==> src/design/cbb_pkg.sv <==
// shared types, constants and the arctangent table for the compass bearing block
// no dependencies
package cbb_pkg;

  localparam int CORDIC_STEPS_DEF = 16;
  localparam int ANGLE_BITS_DEF   = 16;

  localparam int COORD_BITS  = 32;
  localparam int DIFF_BITS   = COORD_BITS + 1;
  localparam int GUARD_SHIFT = 24;
  localparam int TURN_BITS   = 32;
  // magnitudes below 2^32, shifted by the guard bits, grow by at most ~2.33 in cordic
  localparam int CW          = COORD_BITS + GUARD_SHIFT + 4;
  // sum of all table entries stays below 2^31
  localparam int ZW          = TURN_BITS + 1;

  localparam logic [TURN_BITS-1:0] QUARTER_TURN = 32'h4000_0000;
  localparam logic [TURN_BITS-1:0] HALF_TURN    = 32'h8000_0000;
  localparam logic [TURN_BITS-1:0] THREE_QUARTER_TURN = 32'hC000_0000;

  // direction class of the difference vector
  typedef enum logic [3:0] {
    CLS_SAME,
    CLS_N,
    CLS_E,
    CLS_S,
    CLS_W,
    CLS_NE,
    CLS_SE,
    CLS_SW,
    CLS_NW
  } cls_t;

  typedef struct packed {
    logic signed [CW-1:0] x;
    logic signed [CW-1:0] y;
    logic signed [ZW-1:0] z;
    cls_t                 cls;
  } cordic_t;

  // round(atan(2^-i) / (2 pi) * 2^32)
  function automatic logic [TURN_BITS-1:0] atan_turn(input int unsigned i);
    logic [TURN_BITS-1:0] v;
    case (i)
      0:  v = 32'd536870912;
      1:  v = 32'd316933406;
      2:  v = 32'd167458907;
      3:  v = 32'd85004756;
      4:  v = 32'd42667331;
      5:  v = 32'd21354465;
      6:  v = 32'd10679838;
      7:  v = 32'd5340245;
      8:  v = 32'd2670163;
      9:  v = 32'd1335087;
      10: v = 32'd667544;
      11: v = 32'd333772;
      12: v = 32'd166886;
      13: v = 32'd83443;
      14: v = 32'd41722;
      15: v = 32'd20861;
      16: v = 32'd10430;
      17: v = 32'd5215;
      18: v = 32'd2608;
      19: v = 32'd1304;
      20: v = 32'd652;
      21: v = 32'd326;
      22: v = 32'd163;
      23: v = 32'd81;
      24: v = 32'd41;
      25: v = 32'd20;
      26: v = 32'd10;
      27: v = 32'd5;
      28: v = 32'd3;
      29: v = 32'd1;
      30: v = 32'd1;
      default: v = '0;
    endcase
    return v;
  endfunction

endpackage

==> src/design/cbb_brg_if.sv <==
// channel carrying one bearing result
// depends on cbb_pkg for the default angle width
interface cbb_brg_if #(
  parameter int ANGLE_BITS = cbb_pkg::ANGLE_BITS_DEF
);
  logic                  valid;
  logic                  ready;
  logic [ANGLE_BITS-1:0] bearing;
  logic                  same_point;

  modport source (output valid, bearing, same_point, input ready);
  modport sink   (input valid, bearing, same_point, output ready);
endinterface

==> src/design/cbb_back.sv <==
// back end: angle clamp, quadrant restore and rounding to the output width
// depends on cbb_pkg and cbb_brg_if
module cbb_back #(
  parameter int ANGLE_BITS = cbb_pkg::ANGLE_BITS_DEF
) (
  input  logic             clk,
  input  logic             rst,
  input  logic             up_valid,
  input  cbb_pkg::cordic_t up_data,
  output logic             up_ready,
  cbb_brg_if.source        result
);
  import cbb_pkg::*;

  localparam int DROP = TURN_BITS - ANGLE_BITS;
  localparam logic [TURN_BITS:0] HALF_LSB = (TURN_BITS + 1)'((64'(1) << DROP) >> 1);
  localparam logic signed [ZW-1:0] QUARTER_Z = $signed({1'b0, QUARTER_TURN});

  // stage a: full-turn angle
  logic                 va;
  logic [TURN_BITS-1:0] frac;
  logic                 same_a;
  logic                 adv_a;

  // stage b: output register
  logic                  vb;
  logic [ANGLE_BITS-1:0] bearing_q;
  logic                  same_q;
  logic                  adv_b;

  logic [TURN_BITS-1:0] t;
  logic [TURN_BITS-1:0] frac_next;
  logic [TURN_BITS:0]   rsum;

  assign adv_b    = !vb || result.ready;
  assign adv_a    = !va || adv_b;
  assign up_ready = adv_a;

  always_comb begin
    if (up_data.z[ZW-1]) begin
      t = '0;
    end else if (up_data.z > QUARTER_Z) begin
      t = QUARTER_TURN;
    end else begin
      t = up_data.z[TURN_BITS-1:0];
    end
    case (up_data.cls)
      CLS_SAME: frac_next = '0;
      CLS_N:    frac_next = '0;
      CLS_E:    frac_next = QUARTER_TURN;
      CLS_S:    frac_next = HALF_TURN;
      CLS_W:    frac_next = THREE_QUARTER_TURN;
      CLS_NE:   frac_next = t;
      CLS_SE:   frac_next = HALF_TURN - t;
      CLS_SW:   frac_next = HALF_TURN + t;
      CLS_NW:   frac_next = '0 - t;
      default:  frac_next = '0;
    endcase
  end

  always_ff @(posedge clk) begin
    if (rst) begin
      va <= 1'b0;
    end else if (adv_a) begin
      va <= up_valid;
    end
    if (adv_a) begin
      frac   <= frac_next;
      same_a <= (up_data.cls == CLS_SAME);
    end
  end

  // round half up, carry out of the top wraps the turn
  assign rsum = {1'b0, frac} + HALF_LSB;

  always_ff @(posedge clk) begin
    if (rst) begin
      vb <= 1'b0;
    end else if (adv_b) begin
      vb <= va;
    end
    if (adv_b) begin
      bearing_q <= rsum[TURN_BITS-1 -: ANGLE_BITS];
      same_q    <= same_a;
    end
  end

  assign result.valid      = vb;
  assign result.bearing    = bearing_q;
  assign result.same_point = same_q;

  a_same_zero: assert property (@(posedge clk) disable iff (rst)
    vb && same_q |-> bearing_q == '0)
    else $error("coincident points without zero bearing");

  a_reset_empty: assert property (@(posedge clk)
    rst |=> !vb && !va)
    else $error("result pending right after reset");

  a_same_class: assert property (@(posedge clk) disable iff (rst)
    va && same_a |-> frac == '0)
    else $error("coincident points gave nonzero angle");

endmodule

==> src/flat_wrapper.sv <==
// flat-port wrapper written by rule: the top's interface ports become plain ports
module cbb_back_flat import cbb_pkg::*;
#(
  parameter int ANGLE_BITS = cbb_pkg::ANGLE_BITS_DEF
)
  (clk, rst, up_valid, up_data, up_ready, result_valid, result_bearing, result_same_point, result_ready);
  cbb_brg_if #(.ANGLE_BITS(ANGLE_BITS)) result_i ();
  input  logic clk;
  input  logic rst;
  input  logic up_valid;
  input  cbb_pkg::cordic_t up_data;
  output logic up_ready;
  output wire logic [$bits(result_i.valid)-1:0] result_valid;
  output wire logic [$bits(result_i.bearing)-1:0] result_bearing;
  output wire logic [$bits(result_i.same_point)-1:0] result_same_point;
  input wire logic [$bits(result_i.ready)-1:0] result_ready;
  assign result_valid = result_i.valid;
  assign result_bearing = result_i.bearing;
  assign result_same_point = result_i.same_point;
  assign result_i.ready = result_ready;
  cbb_back #(.ANGLE_BITS(ANGLE_BITS)) u_core (.clk(clk), .rst(rst), .up_valid(up_valid), .up_data(up_data), .up_ready(up_ready), .result(result_i));
endmodule
==> config.mk <==
export PLATFORM = sky130hd
export DESIGN_NAME = cbb_back_flat
export DESIGN_NICKNAME = d
export VERILOG_FILES = /design/src/design/cbb_pkg.sv /design/src/design/cbb_brg_if.sv /design/src/design/cbb_back.sv /design/src/flat_wrapper.sv
export SDC_FILE = /design/constraint.sdc
export NUM_CORES = 1
export LEC_CHECK = 0
export ABC_AREA = 0
export BUFFER_PORTS_ARGS = -buffer_cell sky130_fd_sc_hd__buf_4
export CAP_MARGIN = 20
export CORE_MARGIN = 5
export CORE_UTILIZATION = 42
export CTS_CLUSTER_SIZE = 25
export DETAILED_ROUTE_END_ITERATION = 12
export PLACE_DENSITY = 0.9
export SLEW_MARGIN = 0
export SYNTH_ARGS = -nofsm -noshare
export SYNTH_HDL_FRONTEND = slang
export SYNTH_SLANG_ARGS = --single-unit
==> constraint.sdc <==
create_clock -name clk -period 5.75 [get_ports clk]
set_input_delay 0.575 -clock clk [delete_from_list [all_inputs] [get_ports clk]]
set_output_delay 0.575 -clock clk [all_outputs]
set_load 0.01 [all_outputs]
==> results of run 1 <==
==> cells by family after synthesis <==
group	synth area share, %
and+or+nand+nor	25.5
AOI/OAI and AO/OA	13.3
DFF	51.4
xor gates and xnor gates	6.19
buffers and inverters	2.48
muxes	0.472
adders and majority gates	0.590
==> path summary, 6_finish.rpt <==
check,start,end,slack [ps]
hold reg to reg,u_core.same_a,u_core.result.same_point,420
hold / removal,u_core.same_a,u_core.result.same_point,420
setup reg to reg,u_core.frac[15],u_core.result.bearing[15],3900
setup / recovery,up_data[11],u_core.frac[20],3150
==> registers in the layout, indices dropped and copies added (netlist names) <==
signal	count
u_core.result.bearing	16
u_core.result.valid	1
u_core.frac	17
u_core.va	1
u_core.same_a	1
u_core.result.same_point	1
==> worst register-to-register path, stage by stage (launching register included) <==
cell and delay (ps):
sky130_fd_sc_hd__edfxtp_1 370, sky130_fd_sc_hd__ha_1 200, sky130_fd_sc_hd__and3_1 210, sky130_fd_sc_hd__and2_1 200
sky130_fd_sc_hd__or3b_2 470, sky130_fd_sc_hd__xnor2_1 140
==> area by class of cell <==
type                    instances  area, um2
repair buffers                 60        450
multi-input cells             155        977
clock buffers                   6       72.6
fillers                       444       2130
inverters                       2       7.51
clock inverters                 1       3.75
flip-flops and latches         37       1090
well taps                      67       83.8
==> routing by layer <==
layer | up-vias | wire, um | global-route usage [%]
met3 | 6 | 370 | 3.77
li1 | 895 | - | -
met1 | 798 | 1800 | 15.6
met5 | - | 0 | 0
met4 | 0 | 55 | 6.25
met2 | 89 | 2070 | 24.0
==> per-stage QoR <==
stage / instance area [um2] / utilization [%] / std cells
6_report: 2690 / 55.8 / 328
3_5_place_dp: 2610 / 54.2 / 321
4_1_cts: 2690 / 55.8 / 328
2_1_floorplan: 2120 / - / 202
3_3_place_gp: 2610 / 54.2 / 321
5_1_grt: 2690 / 55.8 / 328
==> power breakdown <==
| part | switching, mW | total [mW] | internal (mW) |
|---|---|---|---|
| clock network | 0.0748 | 0.156 | 0.0813 |
| registers | 0.00504 | 0.312 | 0.307 |
| logic | 0.0374 | 0.0765 | 0.0390 |
| total | 0.117 | 0.545 | 0.427 |
==> cell usage in the layout (no fill, tap or decap), drive strengths merged, types with 5 or more instances in the layout <==
master,synthesis,final
nor2,20,20
o21ai,12,12
a31oi,6,6
clkbuf,5,6
nor3,6,6
a21oi,11,11
buf,3,60
and3,5,5
or3,5,5
nor4,8,8
xnor2,10,10
nand3,7,7
edfxtp,35,35
xor2,5,5
nand2,17,17
==> metrics.txt, run 1 <==
buffer type at the clock tree root sky130_fd_sc_hd__clkbuf_8; fraction of final layout cells sized beyond drive strength 1 29.9%; Detail Placement HPWL 3370 um; largest buffer count on any clock path 2; grt total ovfl 0; crit path capture type register; slew at the pin closest to its max-slew limit 1130 ps; horizontal die dimension 81.1 um; core region area 0.00482 mm2; hold path cells 0; share of the synthesized area in the top cell type between 40% and 50%; Synth async-reset ratio 0%; worst-case hold slack around 420 ps; initial DRC count between 70 and 80; number of standard-cell rows in the floorplan 25; post-route clock period utilization 45.2%; Pre-Repair DR Iteration Count 6; Max FO, Critical Path 16; cell type group with the largest total delay on the critical path simple AND/OR/NAND/NOR gates; highest attainable clock frequency 385 MHz; Vert. Die Dim 81.1 um; count of buffers added by post-CTS timing repair for setup 0; leading cell types by count after synthesis 35 x sky130_fd_sc_hd__edfxtp_1, 20 x sky130_fd_sc_hd__nor2_1, 17 x sky130_fd_sc_hd__nand2_1, 12 x sky130_fd_sc_hd__o21ai_0, 11 x sky130_fd_sc_hd__a21oi_1; synthesized instance count 202; area delta synth->final 26.7%; class of the tightest hold or removal check reg -> reg; initial core utilization 44.0%; Worst Setup Start Kind input pin; routability congestion estimate a little under 0.9; TNS Setup 0 ps; mean instance size in the synthesized netlist 10.5 um2; wire length of the first global-routing pass 7040 um; Detailed Route WL roughly 4300 um; number of logic stages on the critical path including buffering 6; predominant post-synthesis flop cell sky130_fd_sc_hd__edfxtp_1; worst path buffer plus inverter count 1; total via count in the routed design 1788; IO Port Bufs 59; RSZ-0062 raised after global routing false; final-stage net count 423; min Tclk post-route 2600 ps; cells traversed along the worst timing path buf_4 > nor4_1 > nand4_1 > or4b_2 > o21ai_0 > a21oi_1; Antenna Nets Post-Route 0; number of cells upsized or downsized after cts 0; slowest cell delay on critical path 810 ps; worst-case setup margin in the final layout 3150 ps; area of the mapped netlist 0.00212 mm2; clock tree from TritonCTS done; dominant cell by count in the synthesized netlist sky130_fd_sc_hd__edfxtp_1; vias in the first global route 1737; synthesis warning total 0; library cells used by synthesis 48; leakage dissipation roughly 1.0 nW; pins over their slew limit 0; sequential fraction of the synthesis area 51.4%; count of final setup violators 0; depth of the most critical reg-to-reg path 5; worst rel slew slack approximately 25%; post-DR vias/cell 5.45; Overall Power 0.545 mW; dominant cells by area after synthesis sky130_fd_sc_hd__edfxtp_1 50%, sky130_fd_sc_hd__xnor2_1 4.1%, sky130_fd_sc_hd__nor2_1 3.5%, sky130_fd_sc_hd__nand2_1 3.0%, sky130_fd_sc_hd__o21ai_0 2.8%; Clock Sinks 37; maximum number of pins on one net before global-route repair 20; number of enable-type register cells in the synthesized netlist 35; count of max-cap constraint violations 0; data required time of the worst path 5760 ps; top cell type by total area after synthesis sky130_fd_sc_hd__edfxtp_1; clock-pin slew on the worst setup and hold paths 60 ps; IR drop worst, VDD 0.101 mV; Clock Latency Late Sink 280 ps; net count after synthesis 364; run status finished clean; Max H-tree Level 2; initial antenna violation count 0; DRC violations left 0; final hold violation count 0; Die ar. 0.00657 mm2; total inserted antenna cells 0; hold-fix buffer count after cts 0; post-DR wirelength/cell 13.1 um; number of buffers created by CTS 5; worst setup path category in -> reg; I/O pin total 180; all-layer global routing usage 13.8%; power density normalized to cell area about 200 mW/mm2; pre-CTS WS 2910 ps; final setup skew 2.16 ps; WP data arrival 2610 ps; number of synthesized register bits 37; Max stage delay cell, worst path sky130_fd_sc_hd__or4b_2
Note: power is estimated with default switching activity, not from simulation.
==> run 2, diff against run 1 <==
--- a/config.mk
+++ b/config.mk
@@ -5,14 +5,14 @@
 export SDC_FILE = /design/constraint.sdc
 export NUM_CORES = 1
 export LEC_CHECK = 0
-export ABC_AREA = 0
+export ABC_AREA = 1
 export BUFFER_PORTS_ARGS = -buffer_cell sky130_fd_sc_hd__buf_4
 export CAP_MARGIN = 20
 export CORE_MARGIN = 5
-export CORE_UTILIZATION = 42
+export CORE_UTILIZATION = 37
 export CTS_CLUSTER_SIZE = 25
 export DETAILED_ROUTE_END_ITERATION = 12
-export PLACE_DENSITY = 0.9
+export PLACE_DENSITY = 0.81
 export SLEW_MARGIN = 0
 export SYNTH_ARGS = -nofsm -noshare
 export SYNTH_HDL_FRONTEND = slang
==> constraint.sdc (replaced) <==
create_clock -name clk -period 2.1 [get_ports clk]
set_input_delay 0.21 -clock clk [delete_from_list [all_inputs] [get_ports clk]]
set_output_delay 0.21 -clock clk [all_outputs]
set_load 0.01 [all_outputs]
==> run 2 against run 1 <==
Combinational power grew to 4.5 times the previous value. Final cell count is 34% higher. Total power grew to 3.6 times the previous value. Sequential power grew to 2.9 times the previous value. Setup slack got worse by 3000 ps. Register-to-register slack got worse by 3800 ps. Design area up 15%. Clock power grew to 4.5 times the previous value. Hold slack worse by 340 ps. Area after synthesis grew 12%. Routed wire length up 3.7%. Critical path depth grew 3. Highest routed layer unchanged.
==> metrics.txt, run 2 <==
hold-fix buffer count after cts 0; mean instance size in the synthesized netlist 8.08 um2; Overall Power 1.94 mW; pre-CTS WS a little under 30 ps; Clock Latency Late Sink approximately 290 ps; top cell type by total area after synthesis sky130_fd_sc_hd__edfxtp_1; count of max-cap constraint violations 0; run status finished clean; fraction of final layout cells sized beyond drive strength 1 28.0%; slowest cell delay on critical path around 350 ps; number of buffers created by CTS 5; net count after synthesis 456; Max FO, Critical Path 2; worst-case hold slack 77.4 ps; initial antenna violation count 0; worst rel slew slack 48.6%; leading cell types by count after synthesis 70 x sky130_fd_sc_hd__nand2_1, 54 x sky130_fd_sc_hd__inv_1, 35 x sky130_fd_sc_hd__edfxtp_1, 34 x sky130_fd_sc_hd__nor2_1, 21 x sky130_fd_sc_hd__nand3_1; clock tree from TritonCTS done; area delta synth->final 29.8%; Max H-tree Level 2; worst setup path start u_core.frac[15]; Pre-Repair DR Iteration Count 4; power density normalized to cell area between 600 and 700 mW/mm2; synthesized instance count around 300; initial DRC count 40; DRC violations left 0; cells traversed along the worst timing path ha_1 > nand3_1 > nor3_2 > nand3_2 > nor3_2 > nand3_1 > nor2_2 > nand4_1 > xnor2_1; data required time of the worst path 2150 ps; final hold violation count 0; WP data arrival a little over 2000 ps; horizontal die dimension 90.1 um; post-route clock period utilization between 90% and 100%; vias in the first global route 1858; most used cells in the layout excluding fill and tap cells 70 x sky130_fd_sc_hd__nand2_1, 66 x sky130_fd_sc_hd__buf_4, 54 x sky130_fd_sc_hd__inv_1; final setup skew 7.13 ps; Antenna Nets Post-Route 0; I/O pin total 180; initial core utilization 37.6%; commonest non-fill, non-tap cell in the layout sky130_fd_sc_hd__nand2_1; crit path capture type register; number of standard-cell rows in the floorplan 29; worst min-delay path startpoint rst; all-layer global routing usage 11.2%; core region area 0.00631 mm2; number of synthesized register bits 37; grt total ovfl 0; min Tclk post-route 1990 ps; IO Port Bufs 59; worst setup path category reg -> reg; largest reg by FF count u_core.frac; Vert. Die Dim 90.1 um; flip-flop count of the largest register, all copies and words added 17; Detail Placement HPWL between 3000 and 4000 um; class of the tightest hold or removal check in -> reg; post-DR vias/cell 4.55; predominant post-synthesis flop cell sky130_fd_sc_hd__edfxtp_1; post-DR wirelength/cell around 10 um; total via count in the routed design 2005; Die ar. 0.00812 mm2; worst-case setup margin in the final layout 110 ps; final-stage net count roughly 530; maximum number of pins on one net before global-route repair 21; share of the synthesized area in the top cell type around 44%; Detailed Route WL about 4400 um; area of the mapped netlist 0.00238 mm2; Synth async-reset ratio 0%; highest attainable clock frequency roughly 500 MHz; sequential fraction of the synthesis area 45.9%; dominant cells by area after synthesis sky130_fd_sc_hd__edfxtp_1 44%, sky130_fd_sc_hd__nand2_1 11%, sky130_fd_sc_hd__inv_1 8.5%, sky130_fd_sc_hd__nor2_1 5.4%, sky130_fd_sc_hd__nand3_1 4.4%; number of enable-type register cells in the synthesized netlist 35; routability congestion estimate 0.816; IR drop worst, VDD 0.415 mV; Max stage delay cell, worst path sky130_fd_sc_hd__edfxtp_1; wire length of the first global-routing pass just under 8000 um; library cells used by synthesis 37; Clock Sinks 37; origin of the critical flop-to-flop path u_core.frac[15]; leakage dissipation 1.49 nW; count of final setup violators 0; largest buffer count on any clock path 2; clock-pin slew on the worst setup and hold paths approximately 70 ps; pins over their slew limit 0; buffer type at the clock tree root sky130_fd_sc_hd__clkbuf_8; synthesis warning total 0; slew at the pin closest to its max-slew limit 769 ps; dominant cell by count in the synthesized netlist sky130_fd_sc_hd__nand2_1; Worst Setup Start Kind register; total inserted antenna cells 0
==> run 2: area by class of cell <==
cell class	count	area, um2
Timing Repair Buffer	66	495
Clock inverter	3	65.1
Fill cell	627	3230
Multi-Input combinational cell	194	1050
Sequential cell	37	1090
Clock buffer	5	68.8
Inverter	59	221
Tap cell	77	96.3
==> run 2: cells by family after synthesis <==
kind of cell	after synthesis	synth area share, %
compound gates	25	7.42
xor+xnor	15	5.53
fa+ha+maj	1	0.527
buf+inv	63	10.6
flops	37	45.9
simple gates	153	30.0
==> run 2: timing repair <==
item | 4_1_cts | 5_1_grt
gates resized for setup | 0 | 3
endpoints found under the setup margin | 0 | 3
buffers inserted | 0 | 0
==> run 2: per-layer routing <==
metal,GRT usage [%],up-vias,routed length (um)
met4,4.47,0,77
met3,3.92,7,367
met1,12.7,846,1890
met2,19.3,69,2110
li1,-,1083,-
met5,0,-,0
==> run 2: critical path, delay by kind of cell, from the launching register on <==
family	cells	cell delay, ps
xor gates and xnor gates	1	130
DFF	1	350
and+or+nand+nor	7	1090
adders and majority gates	1	180
==> run 2: report_power, final <==
group / internal, mW / switching [mW] / total, mW
clock: 0.471 / 0.225 / 0.696
sequential: 0.872 / 0.0247 / 0.897
combinational: 0.158 / 0.188 / 0.346
total: 1.50 / 0.437 / 1.94
==> run 2: worst paths after layout <==
path | slack [ps] | cells after the start | end
max | 110 | 9 | u_core.result.bearing[15]
max reg2reg | 110 | 9 | u_core.result.bearing[15]
min reg2reg | 420 | 0 | u_core.result.same_point
min | 80 | 2 | u_core.va
==> run 2: stage by stage <==
step	std cells	utilization [%]	instance area (um2)	TNS (ps)
after floorplan	294	-	2380	0
after detailed placement	432	46.4	2930	0
after CTS	440	48.5	3060	0
final	441	48.9	3080	0
after global placement	432	46.4	2930	0
after global routing	441	48.9	3080	-80.7
