===== src/design/cbb_pkg.sv =====
// shared types, constants and the arctangent table for the compass bearing block
// no dependencies
package cbb_pkg;

  localparam int CORDIC_STEPS_DEF = 16;
  localparam int ANGLE_BITS_DEF   = 16;

  localparam int COORD_BITS  = 32;
  localparam int DIFF_BITS   = COORD_BITS + 1;
  localparam int GUARD_SHIFT = 24;
  localparam int TURN_BITS   = 32;
  // magnitudes below 2^32, shifted by the guard bits, grow by at most ~2.33 in cordic
  localparam int CW          = COORD_BITS + GUARD_SHIFT + 4;
  // sum of all table entries stays below 2^31
  localparam int ZW          = TURN_BITS + 1;

  localparam logic [TURN_BITS-1:0] QUARTER_TURN = 32'h4000_0000;
  localparam logic [TURN_BITS-1:0] HALF_TURN    = 32'h8000_0000;
  localparam logic [TURN_BITS-1:0] THREE_QUARTER_TURN = 32'hC000_0000;

  // direction class of the difference vector
  typedef enum logic [3:0] {
    CLS_SAME,
    CLS_N,
    CLS_E,
    CLS_S,
    CLS_W,
    CLS_NE,
    CLS_SE,
    CLS_SW,
    CLS_NW
  } cls_t;

  typedef struct packed {
    logic signed [CW-1:0] x;
    logic signed [CW-1:0] y;
    logic signed [ZW-1:0] z;
    cls_t                 cls;
  } cordic_t;

  // round(atan(2^-i) / (2 pi) * 2^32)
  function automatic logic [TURN_BITS-1:0] atan_turn(input int unsigned i);
    logic [TURN_BITS-1:0] v;
    case (i)
      0:  v = 32'd536870912;
      1:  v = 32'd316933406;
      2:  v = 32'd167458907;
      3:  v = 32'd85004756;
      4:  v = 32'd42667331;
      5:  v = 32'd21354465;
      6:  v = 32'd10679838;
      7:  v = 32'd5340245;
      8:  v = 32'd2670163;
      9:  v = 32'd1335087;
      10: v = 32'd667544;
      11: v = 32'd333772;
      12: v = 32'd166886;
      13: v = 32'd83443;
      14: v = 32'd41722;
      15: v = 32'd20861;
      16: v = 32'd10430;
      17: v = 32'd5215;
      18: v = 32'd2608;
      19: v = 32'd1304;
      20: v = 32'd652;
      21: v = 32'd326;
      22: v = 32'd163;
      23: v = 32'd81;
      24: v = 32'd41;
      25: v = 32'd20;
      26: v = 32'd10;
      27: v = 32'd5;
      28: v = 32'd3;
      29: v = 32'd1;
      30: v = 32'd1;
      default: v = '0;
    endcase
    return v;
  endfunction

endpackage


===== src/design/cbb_cordic_stage.sv =====
// one cordic vectoring iteration with its own valid and stall handling
// depends on cbb_pkg
module cbb_cordic_stage #(
  parameter int unsigned STEP = 0
) (
  input  logic             clk,
  input  logic             rst,
  input  logic             up_valid,
  input  cbb_pkg::cordic_t up_data,
  output logic             up_ready,
  output logic             dn_valid,
  output cbb_pkg::cordic_t dn_data,
  input  logic             dn_ready
);
  import cbb_pkg::*;

  logic    v;
  cordic_t d;
  cordic_t d_next;
  logic    adv;

  logic signed [CW-1:0] xi, yi, xs, ys;
  logic signed [ZW-1:0] zi, za;

  assign adv      = !v || dn_ready;
  assign up_ready = adv;

  always_comb begin
    xi = up_data.x;
    yi = up_data.y;
    zi = up_data.z;
    xs = xi >>> STEP;
    ys = yi >>> STEP;
    za = $signed(ZW'(atan_turn(STEP)));
    d_next.cls = up_data.cls;
    if (!yi[CW-1]) begin
      d_next.x = xi + ys;
      d_next.y = yi - xs;
      d_next.z = zi + za;
    end else begin
      d_next.x = xi - ys;
      d_next.y = yi + xs;
      d_next.z = zi - za;
    end
  end

  always_ff @(posedge clk) begin
    if (rst) begin
      v <= 1'b0;
    end else if (adv) begin
      v <= up_valid;
    end
    if (adv) begin
      d <= d_next;
    end
  end

  assign dn_valid = v;
  assign dn_data  = d;

  a_x_positive: assert property (@(posedge clk) disable iff (rst)
    v && (d.cls == CLS_NE || d.cls == CLS_SE || d.cls == CLS_SW || d.cls == CLS_NW)
      |-> !d.x[CW-1])
    else $error("cordic x went negative");

endmodule


===== config.mk =====
export PLATFORM = sky130hd
export DESIGN_NAME = cbb_cordic_stage
export DESIGN_NICKNAME = d
export VERILOG_FILES = /design/src/design/cbb_pkg.sv /design/src/design/cbb_cordic_stage.sv
export SDC_FILE = /design/constraint.sdc
export NUM_CORES = 1
export LEC_CHECK = 0
export BUFFER_PORTS_ARGS = -buffer_cell sky130_fd_sc_hd__buf_4
export CORE_MARGIN = 2
export CORE_UTILIZATION = 52
export DETAILED_ROUTE_END_ITERATION = 8
export PLACE_DENSITY = 0.8
export SYNTH_ARGS = -nofsm -noshare
export SYNTH_HDL_FRONTEND = slang
export SYNTH_SLANG_ARGS = --single-unit

===== constraint.sdc =====
create_clock -name clk -period 4.9 [get_ports clk]
set_input_delay 0.735 -clock clk [delete_from_list [all_inputs] [get_ports clk]]
set_output_delay 0.735 -clock clk [all_outputs]
set_load 0.005 [all_outputs]

==> results of run 1 <==
layout by cell type (no fill, tap or decap), types with 20 or more instances in the layout:
master                     netlist  layout
sky130_fd_sc_hd__o21a_1         20      20
sky130_fd_sc_hd__o21ai_0       131     131
sky130_fd_sc_hd__edfxtp_1      156     156
sky130_fd_sc_hd__o21bai_1       38      38
sky130_fd_sc_hd__nand3_1        26      26
sky130_fd_sc_hd__mux2i_1        38      38
sky130_fd_sc_hd__xnor2_1       106     106
sky130_fd_sc_hd__a21o_1         41      41
sky130_fd_sc_hd__nor4_1         27      27
sky130_fd_sc_hd__nor3_1         31      31
sky130_fd_sc_hd__a21oi_1       266     266
sky130_fd_sc_hd__nand2_1       114     114
sky130_fd_sc_hd__ha_1          195     195
sky130_fd_sc_hd__nor2_1        152     152
sky130_fd_sc_hd__buf_4           3     359
sky130_fd_sc_hd__nand4_1        35      35
sky130_fd_sc_hd__inv_1         186     186
cell type report:
| type | instances | area [µm²] |
|---|---|---|
| Clock buffer | 18 | 439 |
| Clock inverter | 14 | 175 |
| Fill cell | 2613 | 11000 |
| Inverter | 196 | 737 |
| Multi-Input combinational cell | 1504 | 10500 |
| Sequential cell | 157 | 4700 |
| Tap cell | 396 | 495 |
| Timing Repair Buffer | 359 | 2700 |
report_power, final:
group	leakage (nW)	total [mW]	switching (mW)	internal [mW]
Sequential	1.62	1.91	0.0977	1.81
Clock	0.295	1.41	0.627	0.784
Combinational	6.91	2.33	1.35	0.974
sequential cells by signal, indices dropped and copies added (netlist names):
signal / flops
dn_valid: 1
dn_data: 156
worst max-delay path by stage:
stage                         endpoint  slack (ns)  depth (start not counted)
final                     dn_data[155]        0.66                         13
after global placement     dn_data[90]        0.49                         13
after global routing      dn_data[155]        0.63                         13
after CTS                 dn_data[155]        0.86                         13
after floorplan            dn_data[94]        1.34                         12
after detailed placement  dn_data[155]        0.39                         13
layer usage:
layer | global-route usage | up-vias
met5 | 0 | -
met4 | 0.131 | 0
met3 | 0.0615 | 127
met2 | 0.569 | 967
met1 | 0.483 | 7886
li1 | - | 7604
cells by family after synthesis:
kind of cell | share of synthesized area
fa+ha+maj | 0.155
compound gates | 0.260
simple gates | 0.141
xor+xnor | 0.0630
buf+inv | 0.0676
mux | 0.0241
flops | 0.289
through the flow:
| step | hold WS, ns | cells | cell area, µm² |
|---|---|---|---|
| after floorplan | 0.804 | 1946 | 16300 |
| after global placement | 0.897 | 2612 | 19100 |
| after global routing | 0.423 | 2644 | 19700 |
| after CTS | 0.419 | 2644 | 19700 |
| final | 0.432 | 2644 | 19700 |
| after detailed placement | 0.901 | 2612 | 19100 |
==> impl_metrics.xml, run 1 <==
<?xml version="1.0" encoding="UTF-8"?>
<metrics>
  <group name="sta">
    <metric name="timing.final.crit_share" unit="">0.865</metric>
    <metric name="rsz0062_at_grt" unit="">false</metric>
    <metric name="report.final.setup_viol" unit="">0</metric>
    <metric name="finalHoldViolations" unit="">0</metric>
    <metric name="max_slew.worst_pin.slew" unit="ns">0.957</metric>
    <metric name="setup_tns" unit="ns">0</metric>
    <metric name="clock-skew-final" unit="ns">0.00628</metric>
    <metric name="achievable-frequency" unit="MHz">236</metric>
    <metric name="timing.max_slew.rel_slack" unit="">0.356</metric>
    <metric name="post-route-min-period" unit="ns">4.24</metric>
    <metric name="pnr_worst_setup_slack" unit="ns">0.662</metric>
    <metric name="finalMaxSlewViolations" unit="">0</metric>
  </group>
  <group name="cts">
    <metric name="clock_sink_count" unit="">157</metric>
    <metric name="clkTransAtPathRegs" unit="ns">0.07</metric>
    <metric name="htree_num_levels" unit="">4</metric>
    <metric name="cts.root.buffer_cell" unit="">sky130_fd_sc_hd__clkbuf_16</metric>
    <metric name="cts-resized-gates" unit="">0</metric>
    <metric name="ctsHoldBuffers" unit="">0</metric>
    <metric name="tritoncts" unit="">yes</metric>
    <metric name="cts_post_setup_buffers_inserted" unit="">0</metric>
    <metric name="clk_lat_worst_skew" unit="ns">0.46</metric>
    <metric name="tritoncts.num_buffers" unit="">17</metric>
    <metric name="cts_buffer_depth" unit="">2</metric>
  </group>
  <group name="placed_design">
    <metric name="dpl.hpwl" unit="µm">48800</metric>
    <metric name="placement.setup.worst_slack" unit="ns">0.395</metric>
    <metric name="globalplace.congestion" unit="">1.00</metric>
    <metric name="port_buffers" unit="">319</metric>
  </group>
  <group name="min_path">
    <metric name="worst_hold_path.num_cells" unit="">2</metric>
    <metric name="hold_class" unit="">input pin to flip-flop</metric>
    <metric name="hold_critical_path_endpoint" unit="">dn_valid</metric>
    <metric name="holdCritStartpoint" unit="">rst</metric>
  </group>
  <group name="logic_synthesis">
    <metric name="synthTopCellsByArea" unit="">sky130_fd_sc_hd__edfxtp_1, sky130_fd_sc_hd__ha_1, sky130_fd_sc_hd__a21oi_1</metric>
    <metric name="synth_fp_nets" unit="">2306</metric>
    <metric name="synth_top_cell_area_share" unit="">0.288</metric>
    <metric name="syn_area" unit="µm²">16300</metric>
    <metric name="seq_area_frac_synth" unit="">0.289</metric>
    <metric name="synth-warning-count" unit="">0</metric>
    <metric name="synth_seq_cells" unit="">157</metric>
    <metric name="synth-edff-count" unit="">156</metric>
    <metric name="syn_inst" unit="">1946</metric>
    <metric name="yosysTopAreaCell" unit="">sky130_fd_sc_hd__edfxtp_1</metric>
    <metric name="post_synthesis_mean_instance_area" unit="µm²">8.35</metric>
    <metric name="synth_common_cells" unit="">sky130_fd_sc_hd__a21oi_1, sky130_fd_sc_hd__ha_1, sky130_fd_sc_hd__inv_1, sky130_fd_sc_hd__edfxtp_1, sky130_fd_sc_hd__nor2_1</metric>
    <metric name="yosys.cell_types.count" unit="">88</metric>
    <metric name="synth_flop_cell" unit="">sky130_fd_sc_hd__edfxtp_1</metric>
    <metric name="synth.most_common_cell" unit="">sky130_fd_sc_hd__a21oi_1</metric>
    <metric name="async_flop_share" unit="">0</metric>
  </group>
  <group name="global_route">
    <metric name="number_of_global_route_vias_before_repair" unit="">15400</metric>
    <metric name="track_usage" unit="">0.356</metric>
    <metric name="initial_antenna_violation_count" unit="">0</metric>
    <metric name="grt_start_max_net_pins" unit="">78</metric>
    <metric name="grt_pass1_wl" unit="µm">90300</metric>
    <metric name="grt-ovfl-total" unit="">0</metric>
  </group>
  <group name="route">
    <metric name="met3WireLength" unit="µm">5180</metric>
    <metric name="drt-pass1-iter-count" unit="">7</metric>
    <metric name="routed-wl-met2" unit="µm">27600</metric>
    <metric name="antenna_violating_nets_post_route" unit="">0</metric>
    <metric name="route.vias.total" unit="">16600</metric>
    <metric name="drt-met1-wl" unit="µm">25400</metric>
    <metric name="postRouteWirelength" unit="µm">60500</metric>
    <metric name="remaining_drc_errors" unit="">0</metric>
    <metric name="detail_route.wl_per_cell" unit="µm">22.9</metric>
    <metric name="drt-vias-per-instance" unit="">6.27</metric>
    <metric name="drt-initial-drc-count" unit="">1655</metric>
    <metric name="uppermost_layer_routed" unit="">met4</metric>
  </group>
  <group name="critical_path">
    <metric name="setup.worst_path.start" unit="">up_data[47]</metric>
    <metric name="critPathLaunchType" unit="">input pin</metric>
    <metric name="max_stage_delay" unit="ns">0.71</metric>
    <metric name="crit_family" unit="">compound AO/OA/AOI/OAI gates</metric>
    <metric name="reg2reg_slack" unit="ns">2.85</metric>
    <metric name="endpoint_kind" unit="">flip-flop</metric>
    <metric name="worst-setup-path-type" unit="">input pin to flip-flop</metric>
    <metric name="reg2reg_to" unit="">dn_data[119]</metric>
    <metric name="critPathBufInv" unit="">3</metric>
    <metric name="critical_path_s_slowest_cell" unit="">sky130_fd_sc_hd__a211oi_1</metric>
    <metric name="critical_path.cell_chain" unit="">buf_4 &gt; inv_1 &gt; ha_1 &gt; inv_2 &gt; o21a_1 &gt; a221oi_2 &gt; a31oi_1 &gt; a211oi_1 &gt; o21bai_2 &gt; a21oi_1 &gt; o31a_1 &gt; mux2i_1 &gt; xnor2_1</metric>
    <metric name="worst-r2r-cell-count" unit="">2</metric>
    <metric name="reg2reg_from" unit="">dn_valid</metric>
    <metric name="worst-endpoint-required" unit="ns">5.10</metric>
    <metric name="worstPathArrival" unit="ns">4.44</metric>
    <metric name="timing.critical_path.fanout_max" unit="">9</metric>
  </group>
  <group name="floorplanning">
    <metric name="start_util" unit="">0.530</metric>
    <metric name="die_height" unit="µm">181</metric>
    <metric name="dieArea" unit="µm²">32700</metric>
    <metric name="core.rowCount" unit="">64</metric>
    <metric name="fp.dieW" unit="µm">181</metric>
    <metric name="core-area" unit="µm²">30700</metric>
    <metric name="pin_count" unit="">320</metric>
  </group>
  <group name="run">
    <metric name="cap_violations" unit="">0</metric>
  </group>
  <group name="power_and_ir_drop">
    <metric name="max-vdd-ir-drop" unit="V">0.000254</metric>
    <metric name="pwr_density_cell" unit="nW/µm²">287</metric>
    <metric name="post-layout-total-power" unit="mW">5.65</metric>
    <metric name="leakagePower" unit="nW">8.83</metric>
  </group>
  <group name="outcome">
    <metric name="outcome" unit="">finished, final reports clean</metric>
  </group>
  <group name="finish">
    <metric name="areaGrowthSynthToFinish" unit="%">21.2</metric>
    <metric name="drive_above_1_share" unit="">0.189</metric>
    <metric name="finalCoreUtilization" unit="">0.642</metric>
    <metric name="nNetsFinal" unit="">2595</metric>
    <metric name="n_antenna_cell" unit="">0</metric>
  </group>
</metrics>
Note: power is estimated with default switching activity, not from simulation.
==> run 2: changes to the inputs <==
==> constraint.sdc (replaced) <==
create_clock -name clk -period 4.9 [get_ports clk]
set_input_delay 0.735 -clock clk [delete_from_list [all_inputs] [get_ports clk]]
set_output_delay 0.735 -clock clk [all_outputs]
set_load 0.05 [all_outputs]
==> run 2 against run 1 <==
- wire length about the same
- utilization down 0.15 points
- clock-buffer cell count down 1
- global-route usage up 0.15 points
- flip-flop and latch count unchanged
- die area unchanged
- sequential share of layout area up 0.058 points
- clock power about the same
- sequential power about the same
- critical endpoint unchanged
- highest routed layer unchanged
==> impl_metrics.xml, run 2 (synthesized netlist as in run 1, its figures left out) <==
<?xml version="1.0" encoding="UTF-8"?>
<metrics>
  <group name="outcome">
    <metric name="outcome" unit="">finished, final reports clean</metric>
  </group>
  <group name="critical_path">
    <metric name="endpoint_kind" unit="">flip-flop</metric>
    <metric name="worst-setup-path-type" unit="">input pin to flip-flop</metric>
    <metric name="critPathLaunchType" unit="">input pin</metric>
    <metric name="timing.critical_path.fanout_max" unit="">13</metric>
    <metric name="reg2reg_from" unit="">dn_valid</metric>
    <metric name="setup.worst_path.start" unit="">up_data[41]</metric>
    <metric name="worst-endpoint-required" unit="ns">5.10</metric>
    <metric name="worstPathArrival" unit="ns">4.50</metric>
  </group>
  <group name="finish">
    <metric name="n_antenna_cell" unit="">0</metric>
    <metric name="finalCoreUtilization" unit="">0.641</metric>
    <metric name="seq_area" unit="µm²">4700</metric>
    <metric name="fillCellCount" unit="">2641</metric>
    <metric name="final_cell_mix" unit="">sky130_fd_sc_hd__buf_4, sky130_fd_sc_hd__a21oi_1, sky130_fd_sc_hd__ha_1</metric>
    <metric name="multi_input_comb_area" unit="µm²">10500</metric>
    <metric name="nNetsFinal" unit="">2590</metric>
    <metric name="areaGrowthSynthToFinish" unit="%">20.9</metric>
    <metric name="drive_above_1_share" unit="">0.187</metric>
    <metric name="layout.cells.most_common" unit="">sky130_fd_sc_hd__buf_4</metric>
    <metric name="largest_register_ff_count" unit="">156</metric>
    <metric name="layout.cell_area.non_filler" unit="µm²">19700</metric>
  </group>
  <group name="route">
    <metric name="routed-wl-met2" unit="µm">28000</metric>
    <metric name="route.vias.total" unit="">16600</metric>
    <metric name="postRouteWirelength" unit="µm">60500</metric>
    <metric name="antenna_violating_nets_post_route" unit="">0</metric>
    <metric name="drt-met1-wl" unit="µm">25000</metric>
    <metric name="drt-vias-per-instance" unit="">6.28</metric>
    <metric name="remaining_drc_errors" unit="">0</metric>
    <metric name="detail_route.wl_per_cell" unit="µm">22.9</metric>
    <metric name="met3WireLength" unit="µm">5380</metric>
    <metric name="drt-pass1-iter-count" unit="">6</metric>
    <metric name="uppermost_layer_routed" unit="">met4</metric>
    <metric name="drt-initial-drc-count" unit="">1952</metric>
  </group>
  <group name="placed_design">
    <metric name="globalplace.congestion" unit="">1.03</metric>
    <metric name="placement.setup.worst_slack" unit="ns">0.379</metric>
    <metric name="postPlaceCellArea" unit="µm²">19100</metric>
    <metric name="dpl.hpwl" unit="µm">48600</metric>
    <metric name="port_buffers" unit="">319</metric>
  </group>
  <group name="cts">
    <metric name="cts_post_setup_buffers_inserted" unit="">0</metric>
    <metric name="cts_buffer_depth" unit="">2</metric>
    <metric name="clk_lat_worst_skew" unit="ns">0.44</metric>
    <metric name="clkTransAtPathRegs" unit="ns">0.08</metric>
    <metric name="cts.root.buffer_cell" unit="">sky130_fd_sc_hd__clkbuf_16</metric>
    <metric name="htree_num_levels" unit="">4</metric>
    <metric name="tritoncts.num_buffers" unit="">17</metric>
    <metric name="tritoncts" unit="">yes</metric>
    <metric name="cts-resized-gates" unit="">0</metric>
    <metric name="ctsHoldBuffers" unit="">0</metric>
    <metric name="clock_sink_count" unit="">157</metric>
  </group>
  <group name="sta">
    <metric name="report.final.setup_viol" unit="">0</metric>
    <metric name="rsz0062_at_grt" unit="">false</metric>
    <metric name="timing.final.crit_share" unit="">0.877</metric>
    <metric name="setup_tns" unit="ns">0</metric>
    <metric name="timing.max_slew.rel_slack" unit="">0.314</metric>
    <metric name="achievable-frequency" unit="MHz">233</metric>
    <metric name="hold_slack" unit="ns">0.434</metric>
    <metric name="max_slew.worst_pin.slew" unit="ns">1.02</metric>
    <metric name="finalMaxSlewViolations" unit="">0</metric>
    <metric name="finalHoldViolations" unit="">0</metric>
    <metric name="pnr_worst_setup_slack" unit="ns">0.604</metric>
    <metric name="post-route-min-period" unit="ns">4.30</metric>
    <metric name="clock-skew-final" unit="ns">0.0121</metric>
  </group>
  <group name="run">
    <metric name="cap_violations" unit="">0</metric>
  </group>
  <group name="floorplanning">
    <metric name="dieArea" unit="µm²">32700</metric>
    <metric name="fp.dieW" unit="µm">181</metric>
    <metric name="core.rowCount" unit="">64</metric>
    <metric name="core-area" unit="µm²">30700</metric>
    <metric name="start_util" unit="">0.530</metric>
    <metric name="pin_count" unit="">320</metric>
    <metric name="die_height" unit="µm">181</metric>
  </group>
  <group name="min_path">
    <metric name="holdCritStartpoint" unit="">rst</metric>
    <metric name="hold_class" unit="">input pin to flip-flop</metric>
  </group>
  <group name="global_route">
    <metric name="track_usage" unit="">0.357</metric>
    <metric name="initial_antenna_violation_count" unit="">0</metric>
    <metric name="grt-ovfl-total" unit="">0</metric>
    <metric name="number_of_global_route_vias_before_repair" unit="">15800</metric>
    <metric name="grt_pass1_wl" unit="µm">91700</metric>
    <metric name="grt_start_max_net_pins" unit="">78</metric>
  </group>
  <group name="power_and_ir_drop">
    <metric name="max-vdd-ir-drop" unit="V">0.000234</metric>
    <metric name="leakagePower" unit="nW">8.80</metric>
    <metric name="pwr_density_cell" unit="nW/µm²">332</metric>
  </group>
</metrics>
[run 2: worst max-delay path, cell delays in order]
cell,delay [ns]
sky130_fd_sc_hd__buf_4,0.10
sky130_fd_sc_hd__inv_1,0.04
sky130_fd_sc_hd__ha_1,0.52
sky130_fd_sc_hd__nand2b_1,0.21
sky130_fd_sc_hd__o2111ai_1,0.17
sky130_fd_sc_hd__o2111ai_1,0.21
sky130_fd_sc_hd__a31oi_1,0.33
sky130_fd_sc_hd__a211oi_1,0.69
sky130_fd_sc_hd__o21bai_2,0.18
sky130_fd_sc_hd__a21oi_1,0.74
sky130_fd_sc_hd__o31a_1,0.28
sky130_fd_sc_hd__mux2i_1,0.10
sky130_fd_sc_hd__xnor2_1,0.18
[run 2: layout make-up]
class	count	area share
timing repair buffer	354	0.136
clock buffer	17	0.0216
clock inverter	15	0.00847
inverter	196	0.0375
multi-input combinational	1504	0.532
tap	396	0.0252
sequential	157	0.239
[run 2: final timing paths]
check | end | slack (ns) | depth (start not counted)
worst max-delay path | dn_data[155] | 0.60 | 13
worst min-delay path | dn_valid | 0.43 | 2
worst max register to register | dn_data[68] | 3.09 | 2
worst min register to register | dn_data[155] | 0.85 | 1
[run 2: through the flow]
| step | instances | power (mW) |
|---|---|---|
| floorplan | 1946 | 4.03 |
| global placement | 2607 | 5.07 |
| detailed placement | 2607 | 5.09 |
| CTS | 2639 | 6.47 |
| global route | 2639 | 6.75 |
| finish | 2639 | 6.52 |
[run 2: per-layer routing]
metal / track usage / up-vias
met2: 0.579 / 986
met3: 0.0550 / 129
met4: 0.125 / 0
li1: - / 7584
met1: 0.486 / 7862
met5: 0 / -
[run 2: power breakdown]
group	internal, mW	leakage [nW]	switching [mW]	total (mW)
Combinational	0.997	6.89	2.22	3.22
Clock	0.687	0.284	0.701	1.39
Sequential	1.81	1.62	0.0990	1.91
Total	3.49	8.80	3.02	6.52
